--- src/hdl/pfp_pkg.sv ---
`timescale 1ns / 1ps
`default_nettype none
// ----------------------------------------------------------------------------
// pfp_pkg: shared types and constants of the particle frame parser
// Frame layout constants, field widths and the result/status structs.
// ----------------------------------------------------------------------------
package pfp_pkg;

  localparam int unsigned FRAME_LENGTH_DEF = 32;

  localparam int unsigned BYTE_W  = 8;
  localparam int unsigned COUNT_W = 14;
  localparam int unsigned HIGH_W  = COUNT_W - BYTE_W;
  // Holds the sum of up to 30 bytes without wrapping.
  localparam int unsigned SUM_W   = 13;
  localparam int unsigned CSUM_W  = 2 * BYTE_W;
  localparam int unsigned N_COUNTS = 3;

  localparam logic [BYTE_W-1:0] HDR_FIRST  = 8'h42;
  localparam logic [BYTE_W-1:0] HDR_SECOND = 8'h4D;

  // Frame byte index of the high byte of the first count; the counts follow
  // back to back, two bytes each.
  localparam int unsigned COUNT_BASE_POS = 4;
  // Index of the first byte after the header.
  localparam int unsigned BODY_START_POS = 2;

  typedef struct packed {
    logic [COUNT_W-1:0] pm1_count;
    logic [COUNT_W-1:0] pm25_count;
    logic [COUNT_W-1:0] pm10_count;
    logic               checksum_ok;
  } result_t;

  typedef struct packed {
    logic in_frame;
    logic header_half_seen;
  } status_t;

endpackage

`default_nettype wire

--- src/hdl/pfp_if.sv ---
`timescale 1ns / 1ps
`default_nettype none
// ----------------------------------------------------------------------------
// pfp_byte_if / pfp_result_if: valid/ready channels of the frame parser
// A beat moves when valid and ready are both high at a rising clock edge.
// ----------------------------------------------------------------------------
interface pfp_byte_if;
  logic                         valid;
  logic                         ready;
  logic [pfp_pkg::BYTE_W-1:0]   rx_byte;

  modport source (output valid, output rx_byte, input ready);
  modport sink   (input valid, input rx_byte, output ready);
endinterface

interface pfp_result_if;
  logic                          valid;
  logic                          ready;
  logic [pfp_pkg::COUNT_W-1:0]   pm1_count;
  logic [pfp_pkg::COUNT_W-1:0]   pm25_count;
  logic [pfp_pkg::COUNT_W-1:0]   pm10_count;
  logic                          checksum_ok;

  modport source (output valid, output pm1_count, output pm25_count,
                  output pm10_count, output checksum_ok, input ready);
  modport sink   (input valid, input pm1_count, input pm25_count,
                  input pm10_count, input checksum_ok, output ready);
endinterface

`default_nettype wire

--- src/hdl/particle_frame_parser.sv ---
`timescale 1ns / 1ps
`default_nettype none
// ----------------------------------------------------------------------------
// particle_frame_parser: 32-byte particle sensor frame parser
// Hunts for the 0x42 0x4D header, sums the frame, captures three counts and
// checks the trailing big-endian checksum.
// ----------------------------------------------------------------------------
// Usage:
//   byte_i   sink channel, one received serial byte per beat.
//   result_o source channel, one beat per complete frame: three 14-bit
//            counts from frame bytes 4..9 and a checksum match flag.
//   Bytes pass through an input register, then the frame logic updates the
//   state on each advance; the last byte of a frame loads the result register.
//   A frame's last byte goes through the input register, then the result
//   register. Throughput: one byte per cycle but for receiver stalls, set
//   by the single frame-logic stage.
//   Reset clears the hunt state, the frame position and both valid flags;
//   the block comes out of reset hunting for a header.
//   Receiver stall: the waiting result holds; bytes that end no frame keep
//   flowing. Only the last byte of the next frame waits in the input
//   register, and byte_i.ready drops once that register is full.
//   Header bytes inside a frame are data; resync happens only at frame end.
// ----------------------------------------------------------------------------
module particle_frame_parser #(
  parameter int unsigned FRAME_LENGTH = pfp_pkg::FRAME_LENGTH_DEF
) (
  input  wire logic      clk_i,
  input  wire logic      rst_ni,
  pfp_byte_if.sink       byte_i,
  pfp_result_if.source   result_o
);

  logic                        in_valid_q;
  logic [pfp_pkg::BYTE_W-1:0]  in_byte_q;
  logic                        advance;
  logic                        emit;
  logic                        out_can_take;
  logic                        out_valid;
  pfp_pkg::result_t            frame_result;
  pfp_pkg::result_t            out_result;
  pfp_pkg::status_t            status;

  // Advance the held byte unless it ends a frame and the result register
  // is still full.
  assign advance      = in_valid_q && (!emit || out_can_take);
  assign byte_i.ready = !in_valid_q || advance;

  // Input register: hold one byte ahead of the frame logic.
  always_ff @(posedge clk_i or negedge rst_ni) begin
    if (!rst_ni) begin
      in_valid_q <= 1'b0;
    end else if (byte_i.ready) begin
      in_valid_q <= byte_i.valid;
    end
  end

  always_ff @(posedge clk_i) begin
    if (byte_i.ready && byte_i.valid) begin
      in_byte_q <= byte_i.rx_byte;
    end
  end

  pfp_frame #(
    .FRAME_LENGTH (FRAME_LENGTH)
  ) u_frame (
    .clk_i     (clk_i),
    .rst_ni    (rst_ni),
    .advance_i (advance),
    .byte_i    (in_byte_q),
    .emit_o    (emit),
    .result_o  (frame_result),
    .status_o  (status)
  );

  pfp_out_stage u_out (
    .clk_i      (clk_i),
    .rst_ni     (rst_ni),
    .load_i     (advance && emit),
    .result_i   (frame_result),
    .ready_i    (result_o.ready),
    .valid_o    (out_valid),
    .can_take_o (out_can_take),
    .result_o   (out_result)
  );

  assign result_o.valid       = out_valid;
  assign result_o.pm1_count   = out_result.pm1_count;
  assign result_o.pm25_count  = out_result.pm25_count;
  assign result_o.pm10_count  = out_result.pm10_count;
  assign result_o.checksum_ok = out_result.checksum_ok;

  // A frame result must leave the parser back in the hunt state.
  assert property (@(posedge clk_i) disable iff (!rst_ni)
    (advance && emit) |=> (!status.in_frame && !status.header_half_seen))
    else $error("parser did not return to hunting after a frame");

  // A stalled byte in the input register must not be lost or changed.
  assert property (@(posedge clk_i) disable iff (!rst_ni)
    (in_valid_q && !advance) |=> (in_valid_q && $stable(in_byte_q)))
    else $error("held input byte dropped or changed");

  // A result is emitted only while a frame is being collected.
  assert property (@(posedge clk_i) disable iff (!rst_ni)
    emit |-> status.in_frame)
    else $error("result flagged outside a frame");

  // An untaken result stays valid.
  assert property (@(posedge clk_i) disable iff (!rst_ni)
    (out_valid && !result_o.ready) |=> out_valid)
    else $error("pending result dropped");

endmodule

`default_nettype wire

--- src/hdl/pfp_frame.sv ---
`timescale 1ns / 1ps
`default_nettype none
// ----------------------------------------------------------------------------
// pfp_frame: header hunt, frame position, running sum and count capture
// Updates the frame state by one byte on each advance and flags the last byte.
// ----------------------------------------------------------------------------
module pfp_frame #(
  parameter int unsigned FRAME_LENGTH = pfp_pkg::FRAME_LENGTH_DEF
) (
  input  wire logic                        clk_i,
  input  wire logic                        rst_ni,
  input  wire logic                        advance_i,
  input  wire logic [pfp_pkg::BYTE_W-1:0]  byte_i,
  output      logic                        emit_o,
  output      pfp_pkg::result_t            result_o,
  output      pfp_pkg::status_t            status_o
);

  localparam int unsigned POS_W = $clog2(FRAME_LENGTH);
  localparam logic [POS_W-1:0] CSUM_HI_POS = POS_W'(FRAME_LENGTH - 2);
  localparam logic [POS_W-1:0] LAST_POS    = POS_W'(FRAME_LENGTH - 1);
  localparam logic [POS_W-1:0] START_POS   = POS_W'(pfp_pkg::BODY_START_POS);
  localparam logic [pfp_pkg::SUM_W-1:0] HDR_SUM =
    pfp_pkg::SUM_W'(pfp_pkg::HDR_FIRST) + pfp_pkg::SUM_W'(pfp_pkg::HDR_SECOND);

  logic                             in_frame_q, in_frame_d;
  logic                             half_seen_q, half_seen_d;
  logic [POS_W-1:0]                 pos_q, pos_d;
  logic [pfp_pkg::SUM_W-1:0]        sum_q, sum_d;
  logic [pfp_pkg::BYTE_W-1:0]       csum_hi_q, csum_hi_d;
  logic [pfp_pkg::COUNT_W-1:0]      cnt_q [pfp_pkg::N_COUNTS];
  logic [pfp_pkg::COUNT_W-1:0]      cnt_d [pfp_pkg::N_COUNTS];
  logic [pfp_pkg::CSUM_W-1:0]       csum_rx;

  assign csum_rx = {csum_hi_q, byte_i};
  assign emit_o  = in_frame_q && (pos_q == LAST_POS);

  always_comb begin
    result_o.pm1_count   = cnt_q[0];
    result_o.pm25_count  = cnt_q[1];
    result_o.pm10_count  = cnt_q[2];
    result_o.checksum_ok = (csum_rx == pfp_pkg::CSUM_W'(sum_q));
  end

  assign status_o.in_frame         = in_frame_q;
  assign status_o.header_half_seen = half_seen_q;

  always_comb begin
    in_frame_d  = in_frame_q;
    half_seen_d = half_seen_q;
    pos_d       = pos_q;
    sum_d       = sum_q;
    csum_hi_d   = csum_hi_q;
    cnt_d       = cnt_q;
    if (!in_frame_q) begin
      if (half_seen_q && (byte_i == pfp_pkg::HDR_SECOND)) begin
        in_frame_d  = 1'b1;
        half_seen_d = 1'b0;
        pos_d       = START_POS;
        sum_d       = HDR_SUM;
      end else begin
        half_seen_d = (byte_i == pfp_pkg::HDR_FIRST);
      end
    end else if (pos_q == LAST_POS) begin
      // Close the frame and go back to hunting.
      in_frame_d  = 1'b0;
      half_seen_d = 1'b0;
      pos_d       = '0;
    end else if (pos_q == CSUM_HI_POS) begin
      csum_hi_d = byte_i;
      pos_d     = pos_q + 1'b1;
    end else begin
      sum_d = sum_q + pfp_pkg::SUM_W'(byte_i);
      for (int k = 0; k < pfp_pkg::N_COUNTS; k++) begin
        if (pos_q == POS_W'(pfp_pkg::COUNT_BASE_POS + 2 * k)) begin
          cnt_d[k] = {byte_i[pfp_pkg::HIGH_W-1:0], pfp_pkg::BYTE_W'(0)};
        end else if (pos_q == POS_W'(pfp_pkg::COUNT_BASE_POS + 2 * k + 1)) begin
          cnt_d[k] = {cnt_q[k][pfp_pkg::COUNT_W-1:pfp_pkg::BYTE_W], byte_i};
        end
      end
      pos_d = pos_q + 1'b1;
    end
  end

  always_ff @(posedge clk_i or negedge rst_ni) begin
    if (!rst_ni) begin
      in_frame_q  <= 1'b0;
      half_seen_q <= 1'b0;
      pos_q       <= '0;
    end else if (advance_i) begin
      in_frame_q  <= in_frame_d;
      half_seen_q <= half_seen_d;
      pos_q       <= pos_d;
    end
  end

  // Sum, checksum byte and counts are always rewritten inside a frame
  // before they are read, so they take no reset.
  always_ff @(posedge clk_i) begin
    if (advance_i) begin
      sum_q     <= sum_d;
      csum_hi_q <= csum_hi_d;
      cnt_q     <= cnt_d;
    end
  end

endmodule

`default_nettype wire

--- src/hdl/pfp_out_stage.sv ---
`timescale 1ns / 1ps
`default_nettype none
// ----------------------------------------------------------------------------
// pfp_out_stage: result register of the frame parser
// Holds one finished result until the receiver takes it.
// ----------------------------------------------------------------------------
module pfp_out_stage (
  input  wire logic              clk_i,
  input  wire logic              rst_ni,
  input  wire logic              load_i,
  input  wire pfp_pkg::result_t  result_i,
  input  wire logic              ready_i,
  output      logic              valid_o,
  output      logic              can_take_o,
  output      pfp_pkg::result_t  result_o
);

  logic             valid_q;
  pfp_pkg::result_t data_q;

  assign can_take_o = !valid_q || ready_i;
  assign valid_o    = valid_q;
  assign result_o   = data_q;

  always_ff @(posedge clk_i or negedge rst_ni) begin
    if (!rst_ni) begin
      valid_q <= 1'b0;
    end else if (can_take_o) begin
      valid_q <= load_i;
    end
  end

  always_ff @(posedge clk_i) begin
    if (load_i && can_take_o) begin
      data_q <= result_i;
    end
  end

endmodule

`default_nettype wire
--- src/flat_wrapper.sv ---
// flat-port wrapper written by rule: the top's interface ports become plain ports
module particle_frame_parser_flat 
#(
  parameter int unsigned FRAME_LENGTH = pfp_pkg::FRAME_LENGTH_DEF
)
  (clk_i, rst_ni, byte_i_valid, byte_i_rx_byte, byte_i_ready, result_o_valid, result_o_pm1_count, result_o_pm25_count, result_o_pm10_count, result_o_checksum_ok, result_o_ready);
  pfp_byte_if byte_i_i ();
  pfp_result_if result_o_i ();
  input  wire logic clk_i;
  input  wire logic rst_ni;
  input wire logic [$bits(byte_i_i.valid)-1:0] byte_i_valid;
  input wire logic [$bits(byte_i_i.rx_byte)-1:0] byte_i_rx_byte;
  output wire logic [$bits(byte_i_i.ready)-1:0] byte_i_ready;
  output wire logic [$bits(result_o_i.valid)-1:0] result_o_valid;
  output wire logic [$bits(result_o_i.pm1_count)-1:0] result_o_pm1_count;
  output wire logic [$bits(result_o_i.pm25_count)-1:0] result_o_pm25_count;
  output wire logic [$bits(result_o_i.pm10_count)-1:0] result_o_pm10_count;
  output wire logic [$bits(result_o_i.checksum_ok)-1:0] result_o_checksum_ok;
  input wire logic [$bits(result_o_i.ready)-1:0] result_o_ready;
  assign byte_i_i.valid = byte_i_valid;
  assign byte_i_i.rx_byte = byte_i_rx_byte;
  assign byte_i_ready = byte_i_i.ready;
  assign result_o_valid = result_o_i.valid;
  assign result_o_pm1_count = result_o_i.pm1_count;
  assign result_o_pm25_count = result_o_i.pm25_count;
  assign result_o_pm10_count = result_o_i.pm10_count;
  assign result_o_checksum_ok = result_o_i.checksum_ok;
  assign result_o_i.ready = result_o_ready;
  particle_frame_parser #(.FRAME_LENGTH(FRAME_LENGTH)) u_core (.clk_i(clk_i), .rst_ni(rst_ni), .byte_i(byte_i_i), .result_o(result_o_i));
endmodule
--- config.mk ---
export PLATFORM = sky130hd
export DESIGN_NAME = particle_frame_parser_flat
export DESIGN_NICKNAME = d
export VERILOG_FILES = /design/src/hdl/pfp_pkg.sv /design/src/hdl/pfp_if.sv /design/src/hdl/particle_frame_parser.sv /design/src/hdl/pfp_frame.sv /design/src/hdl/pfp_out_stage.sv /design/src/flat_wrapper.sv
export SDC_FILE = /design/constraint.sdc
export NUM_CORES = 1
export LEC_CHECK = 0
export CAP_MARGIN = 20
export CORE_UTILIZATION = 35
export CTS_CLUSTER_SIZE = 25
export DETAILED_ROUTE_END_ITERATION = 12
export DONT_BUFFER_PORTS = 1
export PLACE_DENSITY_LB_ADDON = 0.08
export SLEW_MARGIN = 0
export SYNTH_ARGS = -nofsm -noshare
export SYNTH_HDL_FRONTEND = slang
export SYNTH_SLANG_ARGS = --single-unit
export TNS_END_PERCENT = 10
--- constraint.sdc ---
create_clock -name clk_i -period 4.1 [get_ports clk_i]
set_input_delay 0.41 -clock clk_i [delete_from_list [all_inputs] [get_ports clk_i]]
set_output_delay 0.41 -clock clk_i [all_outputs]
set_load 0.05 [all_outputs]
## Word level (Yosys, flattened, before mapping)

Cells that the tools add are included.

| word-level totals | value |
|---|---|
| flip-flop bits (word level) | 123 |
| latch bits | 0 |
| RAM bits | 0 |
| ROM bits | 0 |
| output and inout bits | 45 |
| word-level logic and storage cells | 81 |
| memories | 0 |

| cells by class | value |
|---|---|
| add/sub/neg operators | 2 |
| $mul | 0 |
| div/mod/pow operators | 0 |
| $lt $le $gt $ge | 0 |
| equality and inequality tests | 14 |
| shifts and indexed selects | 0 |
| mux-type cells | 19 |
| bitwise operators | 2 |
| reduce and logical (&&, ||, !) cells | 26 |

Operator list:

| cell | number |
|---|---|
| 13-bit 2-to-1 mux | 4 |
| 14-bit 2-to-1 mux | 3 |
| 5-bit AND reduction | 6 |
| 8-bit 2-to-1 mux | 3 |
| 5-bit by 3-bit == test with 1-bit output, second input constant | 4 |
| 16-bit by 13-bit == test with 1-bit output | 1 |
| 8-bit by 7-bit == test with 1-bit output, second input constant | 2 |
| 5-bit 2-to-1 mux | 3 |
| 13-bit by 8-bit adder with 13-bit output | 1 |
| 5-bit by 4-bit == test with 1-bit output, second input constant | 2 |
| 5-bit == test, second input constant | 2 |
| 4-bit AND reduction | 2 |
| 2-bit nonzero test | 4 |
| 1-bit logical AND | 6 |
| 1-bit 2-to-1 mux | 6 |
| 5-bit by 1-bit adder with 5-bit output, second input constant | 1 |
| 2-bit inequality test, second input constant | 2 |
| 2-bit AND reduction | 2 |
| 1-bit logical NOT | 3 |
| 1-bit logical OR | 3 |
| 2-bit by 1-bit inequality test with 1-bit output, second input constant | 1 |
| 1-bit NOT | 2 |

## Longest topological paths before layout

Gate-level depths: netlist (run 1).

| depth | value |
|---|---|
| depth in word-level cells | 7 |
| gate-level depth with buffers | 8 |

## Modules after synthesis

A second synthesis (run 1) with hierarchy kept.

| unflattened totals | value |
|---|---|
| cells, all modules | 333 |
| area, all modules | 5019.8 um^2 |

Modules (own cells, without submodules):

| module | times used | cells an instance | area an instance (um^2) | seq. area each (um^2) |
|---|---|---|---|---|
| pfp_frame | 1 | 271 | 3355.7 | 2067.0 |
| pfp_out_stage | 1 | 47 | 1345.0 | 1316.3 |
| particle_frame_parser | 1 | 15 | 319.1 | 265.3 |

## Worst setup path after synthesis (run 1)

No wires, ideal clock.

| timing | value |
|---|---|
| kind | register to register |
| start point | register u_core.u_frame.pos_q[0] |
| end point | register u_core.u_out.data_q (netlist bit u_core.u_out.result_o[0]), enable pin |
| data arrival time | 3.291 ns |
| slack | 0.366 ns |
| stages on the path, launching flop included | 8 |
| path buffers | 1 |
| period minus slack after synthesis | 3.734 ns |
| cell sequence | dfrtp_1 -> ha_1 -> and3_1 -> ha_1 -> nand2_1 -> o21ai_1 -> clkbuf_1 -> nor2_1 |

| between the ends | value |
|---|---|
| longest elaborated chain between the ends | 7 |

RTL lines:

| what | RTL line | source |
|---|---|---|
| start: declaration | pfp_frame.sv:28 | `logic [POS_W-1:0] pos_q, pos_d;` |
| start signal: assignment | pfp_frame.sv:93 | `pos_q <= pos_d;` |
| 5-bit == test * | pfp_frame.sv:36 | `assign emit_o = in_frame_q && (pos_q == LAST_POS);` |
| 1-bit logical AND * | pfp_frame.sv:36 |  |
| 1-bit logical NOT | particle_frame_parser.sv:45 | `assign advance = in_valid_q && (!emit \|\| out_can_take);` |
| 1-bit logical OR | particle_frame_parser.sv:45 |  |
| 1-bit logical AND | particle_frame_parser.sv:45 |  |
| 1-bit logical AND * | particle_frame_parser.sv:78 | `.load_i (advance && emit),` |
| 1-bit logical AND * | pfp_out_stage.sv:34 | `if (load_i && can_take_o) begin` |
| end signal: assignment | pfp_out_stage.sv:35 | `data_q <= result_i;` |
| end: declaration | pfp_out_stage.sv:19 | `pfp_pkg::result_t data_q;` |

Every way passes the cells marked *; elsewhere a longest branch is shown, timed or not.
A chain may end at the register's enable or synchronous reset.

## Worst setup path after layout (run 1)

| timing | value |
|---|---|
| start point | register u_core.u_frame.pos_q[0] |
| end point | register u_core.u_out.data_q (netlist bit u_core.u_out.result_o[40]), enable pin |

Same word-level chain as after synthesis.

==> summary.md, run 1 <==
| Metric | Value |
|---|---|
| Total gr overflow | `0` |
| Post-synth net total | `350` |
| Die area | `0.01471 mm^2` |
| #FFs+latches synth | `123` |
| Switch Pwr | `0.5729 mW` |
| Global-route wire length before repair | `15.41 mm` |
| Status | `finished, final reports clean` |
| Clk pwr share | `47.3%` |
| Die height | `121.3 um` |
| Worst path cell trace | `ha_1 -> and3_1 -> ha_1 -> nand2_1 -> o21ai_1 -> nor2_4 -> buf_4` |
| Required @ worst endpoint | `4.19 ns` |
| Initial DRC Count | `185` |
| Capturing point of the worst reg2reg path | `u_core.u_out.result_o[40]$_DFFE_PP_` |
| Cell Count, Final, Fillers Out | `533` |
| Clock root buffer | `clkbuf_16` |
| Clk_lat worst skew | `0.41 ns` |
| Most frequent CP cell | `ha_1` |
| Largest delay share family, worst path | `simple AND/OR/NAND/NOR gates` |
| Final hold vios | `0` |
| Yosys top cell area share | `68.74%` |
| Ys flop type | `edfxtp_1` |
| Synthesis-to-layout area growth | `15.50%` |
| CTS resizes | `0` |
| Async set-reset flop share out of synthesis | `7.317%` |
| Mean Syn Cell Area | `15.37 um^2` |
| Clock-pin transition on the worst setup and hold timing paths | `0.05 ns` |
| Fmax | `331.8 MHz` |
| Vias in the first global route | `2625` |
| CORE AREA | `0.01388 mm^2` |
| N_diodes | `0` |
| Drt first pass iters | `4` |
| CTS Hold Buffers Added | `1` |
| Routed vias | `2686` |
| CP endpoint kind | `flip-flop` |
| Final #Nets | `367` |
| H-tree levels | `4` |
| Worst-margin pin slew | `0.9367 ns` |
| CTS sink cnt | `123` |
| Worst path slowest cell | `nor2_4` |
| Register area share after synthesis | `73.27%` |
| Top Ports | `57` |
| WL final | `10.17 mm` |
| Worst Hold Launch | `byte_i_rx_byte[3]` |
| Placed insts | `501` |
| Commonest non-fill, non-tap cells in the layout | `114 x edfxtp_1, 22 x and3_1, 22 x nor2b_1` |
| Maximum Capacitance Violations | `0` |
| Inserted Clock Buffers | `17` |
| Final setup TNS | `0 ns` |
| Pwr/cell area | `485.8 mW/mm^2` |
| Number of I/O port buffers | `0` |
| Rows | `43` |
| Hold WC Path Type | `primary input to flip-flop` |
| RePlAce Congestion | `0.7440` |
| # DRC | `0` |
| Commonest non-fill, non-tap cell in the layout | `edfxtp_1` |
| Type of origin of the critical path | `flip-flop` |
| Bufs and invs on worst path | `1` |
| Longest Clk Path Bufs | `2` |
| Worst vdd ir | `217.0 uV` |
| Synth area leaders | `edfxtp_1 69%, dfrtp_1 4.5%, ha_1 3.3%` |
| Power Internal | `2.221 mW` |
| RSZ-0062 raised after global routing | `no` |
| Syn. warnings | `0` |
| DPL Wire Length | `6.620 mm` |
| Final min period | `3.014 ns` |
| Max transition margin | `37.13%` |
| Leakage power | `1.997 nW` |
| Initial core utilization | `35.88%` |
| Share of layout cells above drive strength 1 | `12.18%` |
| Switching share of power | `20.50%` |
| Worst-path fanout max | `22` |
| Vias per cell | `5.039` |
| Critical path class | `flip-flop to flip-flop` |
| Post-synthesis cell type count | `47` |
| Max stage delay on crit path | `0.62 ns` |
| Hold Path End | `u_core.in_byte_q[3]$_DFFE_PP_` |
| Tcrit/Tclk final | `73.52%` |
| Hold Crit Depth | `0` |
| Setup Buffers After CTS | `0` |
| Largest net degree at the start of global routing | `23` |
| Number of flops mapped to enable cells by yosys | `114` |
| Slew Viols, Final | `0` |
| Cells after Synth | `324` |
| Antenna-violating nets left | `0` |
| Post-Syn Area | `0.004980 mm^2` |
| Tot GR Track Use | `15.07%` |
| R2r setup slk | `1.09 ns` |
| Largest area contributor in the netlist | `edfxtp_1` |
| Initial antenna violation count | `1` |
| CP Data Arrival Time | `3.10 ns` |
| Die Span X | `121.3 um` |
| FF-to-FF Start | `u_core.u_frame.pos_q[0]$_DFFE_PN0P_` |
| CTS tree | `yes` |
| R2r worst-path depth | `7` |
| Routed WL per cell | `19.07 um` |
| Clock skew | `0.007847 ns` |
| Flop pwr share | `50.0%` |
| Logic pwr share | `2.7%` |
| # setup viols final | `0` |
==> worst register-to-register path: stages, from the launching register on <==
cell	delay [ns]
dfrtp_1	0.43
ha_1	0.24
and3_1	0.19
ha_1	0.21
nand2_1	0.21
o21ai_1	0.37
nor2_4	0.62
buf_4	0.42
==> power groups by stage <==
stage / registers, mW / clock network [mW] / logic (mW)
4_1_cts: 1.40 / 1.35 / 0.0762
3_5_place_dp: 1.42 / 0 / 0.0727
5_1_grt: 1.40 / 1.40 / 0.0840
3_3_place_gp: 1.42 / 0 / 0.0728
6_report: 1.40 / 1.32 / 0.0756
2_1_floorplan: 1.41 / 0 / 0.0562
==> cell type report <==
cell class,instances,area [um^2]
Fill cell,1276,8129
Sequential cell,123,3649
Multi-Input combinational cell,184,1271
Clock buffer,21,440.4
Tap cell,180,225.2
Clock inverter,10,77.57
Timing Repair Buffer,8,62.56
Inverter,7,26.28
==> metal layers <==
metal / track usage [%] / vias up / wire length (um)
met2: 24.33 / 71 / 5129
met1: 17.63 / 1334 / 4440
li1: - / 1262 / -
met4: 7.870 / 0 / 249
met5: 0 / - / 0
met3: 5.216 / 19 / 346
==> state kept, by name, summed over array words and instances, names as in the netlist <==
signal and flops:
u_core.in_byte_q 8, u_core.u_out.result_o 43, u_core.u_frame.csum_hi_q 8, u_core.u_frame.half_seen_q 1
u_core.u_frame.sum_q 13, u_core.in_valid_q 1, u_core.u_frame.result_o 42, u_core.u_out.valid_o 1
u_core.u_frame.in_frame_q 1, u_core.u_frame.pos_q 5
==> kinds of logic (layout without fill, tap and decap cells) <==
logic type	count (synthesis)	after routing	synth area share, %
adders and majority gates	14	14	3.668
xor gates and xnor gates	9	9	1.583
AOI/OAI and AO/OA	40	40	5.302
muxes	4	4	0.8292
and+or+nand+nor	117	117	14.00
DFF	123	123	73.27
buffers and inverters	17	46	1.357
==> synth_stat cells (2+ instances only) <==
master      n
a21oi_1     8
nor4_1      3
nor2b_2     3
o21a_1      3
and2_1      3
dfrtp_1     9
a221oi_1    2
xnor2_1     6
o31ai_1     2
nor2b_1    22
mux2i_1     3
buf_2       3
edfxtp_1  114
ha_1       13
and2_0      3
nor3_1      4
and3_2      3
nand2b_1    7
nor3b_1     4
o21ai_0    10
nor2_1     13
clkbuf_1    7
xor2_1      3
a21o_1      4
or4_1       2
nand4_1     4
nand3_1     4
or3_1       2
o211ai_1    2
nand2_1    14
inv_1       7
and3_1     22
==> metrics by stage <==
step,setup slack [ns],total power [mW],util (%),instance area (um^2),hold slack [ns]
3_3_place_gp,1.131,1.495,37.63,5224,0.1148
2_1_floorplan,0.3656,1.462,-,4980,0.1144
6_report,1.086,2.794,41.44,5752,0.08794
3_5_place_dp,1.021,1.494,37.63,5224,0.1150
4_1_cts,1.006,2.827,41.44,5752,0.06719
5_1_grt,0.8353,2.884,41.44,5752,0.06248
==> worst max path at each step <==
stage	startpoint	to	cells after the start	slack [ns]
3_5_place_dp	u_core.u_frame.pos_q[0]$_DFFE_PN0P_	u_core.u_out.result_o[40]$_DFFE_PP_	7	1.02
6_report	u_core.u_frame.pos_q[0]$_DFFE_PN0P_	u_core.u_out.result_o[40]$_DFFE_PP_	7	1.09
2_1_floorplan	u_core.u_frame.pos_q[0]$_DFFE_PN0P_	u_core.u_out.result_o[0]$_DFFE_PP_	7	0.37
4_1_cts	u_core.u_frame.pos_q[0]$_DFFE_PN0P_	u_core.u_out.result_o[12]$_DFFE_PP_	7	1.01
3_3_place_gp	u_core.u_frame.pos_q[0]$_DFFE_PN0P_	u_core.u_out.result_o[41]$_DFFE_PP_	7	1.13
5_1_grt	u_core.u_frame.pos_q[0]$_DFFE_PN0P_	u_core.u_out.result_o[1]$_DFFE_PP_	7	0.84
No activity file was read; power rests on OpenSTA's default activity.
==> run 2: changes to the inputs <==
==> constraint.sdc (replaced) <==
create_clock -name clk_i -period 2.7 [get_ports clk_i]
set_input_delay 0.27 -clock clk_i [delete_from_list [all_inputs] [get_ports clk_i]]
set_output_delay 0.27 -clock clk_i [all_outputs]
set_load 0.05 [all_outputs]
==> summary.md, run 2 (synthesis gave the netlist of run 1 again) <==
| Metric | Value |
|---|---|
| Status | `finished, final reports clean` |
| Top Ports | `57 (unchanged)` |
| R2r setup slk | `0.28 ns (-0.81 ns)` |
| WL final | `9.859 mm (-3.0%)` |
| Clock-pin transition on the worst setup and hold timing paths | `0.05 ns (about the same)` |
| Final min period | `2.420 ns (-0.5945 ns)` |
| Hold WC Path Type | `primary input to flip-flop` |
| Final #Nets | `390 (+6.3%)` |
| Critical path class | `flip-flop to flip-flop` |
| Longest Clk Path Bufs | `2 (unchanged)` |
| CTS sink cnt | `123 (unchanged)` |
| Clock skew | `0.006981 ns (-0.0008660 ns)` |
| Commonest non-fill, non-tap cell in the layout | `edfxtp_1` |
| Pwr Total | `4.398 mW (+57%)` |
| Max transition margin | `64.90% (+28 points)` |
| Initial antenna violation count | `0 (-1)` |
| Number of I/O port buffers | `0 (unchanged)` |
| DPL Wire Length | `6.593 mm (-0.40%)` |
| GR Util met3 | `4.746% (-0.47 points)` |
| Tot GR Track Use | `15.13% (+0.057 points)` |
| Die Span X | `121.3 um (unchanged)` |
| # setup viols final | `0 (unchanged)` |
| Switching share of power | `20.52% (about the same)` |
| Flop pwr share | `47.8% (-2.2 points)` |
| CORE AREA | `0.01388 mm^2 (unchanged)` |
| Total gr overflow | `0 (unchanged)` |
| Switch Pwr | `0.9023 mW (+57%)` |
| RePlAce Congestion | `0.7719 (+3.8%)` |
| Clk pwr share | `48.9% (+1.6 points)` |
| Type of origin of the critical path | `flip-flop` |
| Global-route wire length before repair | `15.67 mm (+1.7%)` |
| Commonest non-fill, non-tap cells in the layout | `114 x edfxtp_1, 22 x and3_1, 22 x nor2b_1` |
| R2r worst-path depth | `8 (+1)` |
| N_diodes | `0 (unchanged)` |
| M1 GR Usage | `18.27% (+0.64 points)` |
| Inserted Clock Buffers | `17 (unchanged)` |
| Capturing point of the worst reg2reg path | `u_core.u_frame.sum_q[9]$_SDFFCE_PN0P_` |
| Logic pwr share | `3.3% (+0.6 points)` |
| CP Data Arrival Time | `2.53 ns (-0.57 ns)` |
| GR peak layer | `met2` |
| RSZ-0062 raised after global routing | `no` |
| Synthesis-to-layout area growth | `20.53%` |
| Die height | `121.3 um (unchanged)` |
| FF-to-FF Start | `u_core.u_frame.pos_q[0]$_DFFE_PN0P_` |
| Final hold vios | `0 (unchanged)` |
| Worst vdd ir | `396.1 uV (+83%)` |
| Die area | `0.01471 mm^2 (unchanged)` |
| Slew Viols, Final | `0 (unchanged)` |
| CP endpoint kind | `flip-flop` |
| Hold Path End | `u_core.u_out.valid_o$_DFFE_PN0P_` |
| Pwr/cell area | `732.7 mW/mm^2 (+51%)` |
| Final setup TNS | `0 ns (unchanged)` |
| Worst Hold Launch | `result_o_ready` |
| Post-route cell area | `0.006002 mm^2 (+4.4%)` |
| Worst-margin pin slew | `0.5275 ns (-0.4092 ns)` |
| Largest net degree at the start of global routing | `44 (+91%)` |
| Leakage power | `2.122 nW (+6.3%)` |
| Routed vias | `2733 (+1.7%)` |
| Drt first pass iters | `4 (unchanged)` |
| Vias in the first global route | `2870 (+9.3%)` |
| Initial core utilization | `35.88% (unchanged)` |
| Clock root buffer | `clkbuf_16` |
| Fmax | `413.3 MHz (+25%)` |
| Max reg flops | `43 (unchanged)` |
| H-tree levels | `4 (unchanged)` |
| Placed standard-cell area | `0.005341 mm^2 (+2.3%)` |
| # DRC | `0 (unchanged)` |
| Hold Slack | `0.1652 ns (+0.07727 ns)` |
| CTS tree | `yes` |
| Antenna-violating nets left | `0 (unchanged)` |
| Maximum Capacitance Violations | `0 (unchanged)` |
| Vias per cell | `4.907 (-2.6%)` |
| Clk_lat worst skew | `0.42 ns (about the same)` |
| Rows | `43 (unchanged)` |
| Hold Crit Depth | `2 (+2)` |
| Worst-path fanout max | `13 (-41%)` |
| Required @ worst endpoint | `2.81 ns (-1.38 ns)` |
| Routed WL per cell | `17.70 um (-7.2%)` |
| GR Util met2 | `23.79% (-0.53 points)` |
| Initial DRC Count | `183 (-1.1%)` |
| Share of layout cells above drive strength 1 | `16.18% (+4.0 points)` |
| Tcrit/Tclk final | `89.62% (+16 points)` |
| Power Internal | `3.495 mW (+57%)` |
==> run 2: how the worst max path moves through the flow <==
stage / startpoint / end / slack [ns] / depth (start not counted)
after global routing: u_core.u_frame.pos_q[0]$_DFFE_PN0P_ / u_core.u_frame.sum_q[8]$_SDFFCE_PN0P_ / 0.14 / 8
final: u_core.u_frame.pos_q[0]$_DFFE_PN0P_ / u_core.u_frame.sum_q[9]$_SDFFCE_PN0P_ / 0.28 / 8
after CTS: u_core.u_frame.pos_q[0]$_DFFE_PN0P_ / u_core.u_frame.sum_q[0]$_SDFFCE_PN1P_ / 0.26 / 8
after global placement: u_core.u_frame.pos_q[0]$_DFFE_PN0P_ / u_core.u_frame.sum_q[9]$_SDFFCE_PN0P_ / 0.32 / 8
after detailed placement: u_core.u_frame.pos_q[0]$_DFFE_PN0P_ / u_core.u_frame.sum_q[8]$_SDFFCE_PN0P_ / 0.28 / 8
after floorplan: u_core.u_frame.pos_q[0]$_DFFE_PN0P_ / u_core.u_frame.sum_q[0]$_SDFFCE_PN1P_ / -0.03 / 7
==> run 2: layer usage <==
metal | vias to the layer above | share of wire, % | wire length, um
li1 | 1312 | - | -
met2 | 70 | 49 | 4791
met3 | 15 | 5.2 | 509
met5 | - | 0 | 0
met1 | 1336 | 44 | 4330
met4 | 0 | 2.3 | 227
==> run 2: power by group through the flow <==
stage	clock network (mW)	logic, mW	registers (mW)
finish	2.15	0.147	2.10
global route	2.28	0.167	2.10
CTS	2.20	0.150	2.10
detailed placement	0	0.135	2.14
global placement	0	0.135	2.14
floorplan	0	0.0858	2.13
==> run 2: timing repair <==
item | in CTS | in global routing
buffers inserted | 0 | 0
resized for setup | 0 | 0
hold endpoints to repair | 18 | 0
hold buffers | 10 | 0
==> run 2: cell type report <==
cell class,count,area [um^2]
clock buffers,20,436.7
clock inverters,12,123.9
fillers,1286,7879
inverters,7,26.28
multi-input cells,184,1271
flip-flops and latches,123,3649
well taps,180,225.2
repair buffers,31,270.3
==> run 2: critical path, cell delays in order (launching register included) <==
cell	delay (ns)
dfrtp_1	0.42
ha_1	0.24
and3_1	0.19
ha_1	0.21
nand2_1	0.21
o21ai_1	0.12
or2_2	0.34
a21oi_1	0.13
buf_4	0.25
==> run 2: stage by stage <==
step                utilization (%)  worst slack (ns)  cells
finish                        43.24            0.2804    557
global route                  43.24            0.1370    557
CTS                           43.24            0.2620    557
detailed placement            38.48            0.2830    515
global placement              38.48            0.3193    515
floorplan                         -          -0.02937    324
==> run 3: changes to the inputs <==
--- a/config.mk
+++ b/config.mk
@@ -11,6 +11,7 @@
 export DETAILED_ROUTE_END_ITERATION = 12
 export DONT_BUFFER_PORTS = 1
 export PLACE_DENSITY_LB_ADDON = 0.08
+export RECOVER_POWER = 50
 export SLEW_MARGIN = 0
 export SYNTH_ARGS = -nofsm -noshare
 export SYNTH_HDL_FRONTEND = slang
==> summary.md, run 3 (synthesis gave the netlist of run 1 again) <==
| Metric | Value |
|---|---|
| Status | `finished, final reports clean` |
| Critical path class | `flip-flop to flip-flop` |
| Switching share of power | `20.52% (about the same)` |
| Hold WC Path Type | `primary input to flip-flop` |
| Bufs and invs on worst path | `1 (unchanged)` |
| CTS sink cnt | `123 (unchanged)` |
| Worst path cell trace | `ha_1 -> and3_1 -> ha_1 -> nand2_1 -> o21ai_1 -> or2_2 -> a21oi_1 -> buf_4` |
| Vias in the first global route | `2870 (unchanged)` |
| Worst path slowest cell | `dfrtp_1` |
| Pwr/cell area | `735.8 mW/mm^2 (+0.42%)` |
| Number of I/O port buffers | `0 (unchanged)` |
| N_diodes | `0 (unchanged)` |
| Share of layout cells above drive strength 1 | `13.79% (-2.4 points)` |
| RePlAce Congestion | `0.7719 (unchanged)` |
| Fmax | `414.4 MHz (+0.26%)` |
| Placed standard-cell area | `0.005341 mm^2 (unchanged)` |
| Initial core utilization | `35.88% (unchanged)` |
| Largest net degree at the start of global routing | `44 (unchanged)` |
| Global-route wire length before repair | `15.67 mm (unchanged)` |
| Tcrit/Tclk final | `89.38% (-0.23 points)` |
| Logic pwr share | `3.2% (about the same)` |
| Slew Viols, Final | `0 (unchanged)` |
| Max stage delay on crit path | `0.42 ns (about the same)` |
| Drt first pass iters | `4 (unchanged)` |
| Routed vias | `2739 (+0.22%)` |
| Commonest non-fill, non-tap cell in the layout | `edfxtp_1` |
| CP endpoint kind | `flip-flop` |
| Clock-pin transition on the worst setup and hold timing paths | `0.05 ns (about the same)` |
| Max reg flops | `43 (unchanged)` |
| Rows | `43 (unchanged)` |
| Required @ worst endpoint | `2.81 ns (about the same)` |
| Power Internal | `3.490 mW (-0.15%)` |
| Final #Nets | `390 (unchanged)` |
| WL final | `9.882 mm (+0.23%)` |
| Worst slack at placement | `0.2830 ns (unchanged)` |
| Switch Pwr | `0.9010 mW (-0.14%)` |
| RSZ-0062 raised after global routing | `no` |
| Setup ws final | `0.2867 ns (+0.006330 ns)` |
| Synthesis-to-layout area growth | `19.85%` |
| CP Data Arrival Time | `2.52 ns (about the same)` |
| Leakage power | `2.087 nW (-1.7%)` |
| Die height | `121.3 um (unchanged)` |
| Initial DRC Count | `167 (-8.7%)` |
| Top Ports | `57 (unchanged)` |
| Inserted Clock Buffers | `17 (unchanged)` |
| Most frequent CP cell | `ha_1` |
| Worst-path fanout max | `13 (unchanged)` |
| H-tree levels | `4 (unchanged)` |
| Clock root buffer | `clkbuf_16` |
| Maximum Capacitance Violations | `0 (unchanged)` |
| Initial antenna violation count | `0 (unchanged)` |
| Tot GR Track Use | `15.13% (unchanged)` |
| Antenna-violating nets left | `0 (unchanged)` |
| Largest delay share family, worst path | `simple AND/OR/NAND/NOR gates` |
| Final hold vios | `0 (unchanged)` |
| Die Span X | `121.3 um (unchanged)` |
| Final min period | `2.413 ns (-0.006330 ns)` |
| Routed WL per cell | `17.74 um (+0.23%)` |
| Commonest non-fill, non-tap cells in the layout | `114 x edfxtp_1, 22 x and3_1, 22 x nor2b_1` |
| Worst-margin pin slew | `0.5835 ns (+0.05596 ns)` |
| Vias per cell | `4.917 (+0.22%)` |
| Flop pwr share | `47.8% (about the same)` |
| Longest Clk Path Bufs | `2 (unchanged)` |
| # setup viols final | `0 (unchanged)` |
| CTS tree | `yes` |
| # DRC | `0 (unchanged)` |
| CORE AREA | `0.01388 mm^2 (unchanged)` |
| Type of origin of the critical path | `flip-flop` |
| Clk_lat worst skew | `0.42 ns (about the same)` |
| Clk pwr share | `48.9% (about the same)` |
| Post-route cell area | `0.005968 mm^2 (-0.56%)` |
| Finished Core Util | `43.00% (-0.24 points)` |
| Die area | `0.01471 mm^2 (unchanged)` |
| Total gr overflow | `0 (unchanged)` |
| DPL Wire Length | `6.593 mm (unchanged)` |
| Clock skew | `0.006814 ns (-0.0001673 ns)` |
| Worst vdd ir | `395.9 uV (about the same)` |
| Max transition margin | `61.10% (-3.8 points)` |
run 3: cell count changes in the layout (fill, tap and decap cells not counted):
cell	previous run	this run
buf_4	20	11
clkbuf_1	3	12
run 3: worst paths after layout:
| path | slack, ns | end | depth (start not counted) | from |
|---|---|---|---|---|
| setup / recovery | 0.29 | u_core.u_frame.sum_q[9]$_SDFFCE_PN0P_ | 8 | u_core.u_frame.pos_q[0]$_DFFE_PN0P_ |
| hold / removal | 0.17 | u_core.u_out.valid_o$_DFFE_PN0P_ | 2 | result_o_ready |
| setup reg to reg | 0.29 | u_core.u_frame.sum_q[9]$_SDFFCE_PN0P_ | 8 | u_core.u_frame.pos_q[0]$_DFFE_PN0P_ |
| hold reg to reg | 0.41 | u_core.u_out.result_o[11]$_DFFE_PP_ | 0 | u_core.u_frame.result_o[11]$_DFFE_PP_ |
| max in group asynchronous | 2.17 | u_core.u_frame.pos_q[0]$_DFFE_PN0P_ | 1 | rst_ni |
| min in group asynchronous | 0.23 | u_core.u_frame.half_seen_q$_DFFE_PN0P_ | 1 | rst_ni |
run 3: area by class of cell:
type	instances	area (um^2)
Multi-Input combinational cell	184	1271
Clock inverter	12	123.9
Tap cell	180	225.2
Sequential cell	123	3649
Clock buffer	20	436.7
Timing Repair Buffer	31	236.5
Inverter	7	26.28
Fill cell	1292	7913
run 3: power groups by stage:
| stage | clock, mW | sequential [mW] | combinational, mW |
|---|---|---|---|
| floorplan | 0 | 2.13 | 0.0858 |
| global placement | 0 | 2.14 | 0.135 |
| detailed placement | 0 | 2.14 | 0.135 |
| CTS | 2.20 | 2.10 | 0.150 |
| global route | 2.28 | 2.10 | 0.162 |
| finish | 2.15 | 2.10 | 0.142 |
run 3: through the flow:
stage          hold WS (ns)  total power, mW  TNS, ns  instances
2_1_floorplan      -0.02559            2.220  -0.3818        324
3_3_place_gp       -0.02531            2.273        0        515
4_1_cts              0.1534            4.450        0        557
3_5_place_dp       -0.02538            2.273        0        515
6_report             0.1654            4.391        0        557
5_1_grt              0.2014            4.542        0        557
run 3: repair_timing:
item / 4_1_cts / 5_1_grt
hold buffers: 10 / 0
buffers inserted: 0 / 0
hold endpoints to repair: 18 / 0
gates resized for setup: 0 / 0
run 3: layer usage:
layer	vias up	wire [um]	GRT usage [%]
met3	15	460	4.746
met4	0	227	8.642
met1	1343	4424	18.27
li1	1312	-	-
met5	-	0	0
met2	69	4770	23.79
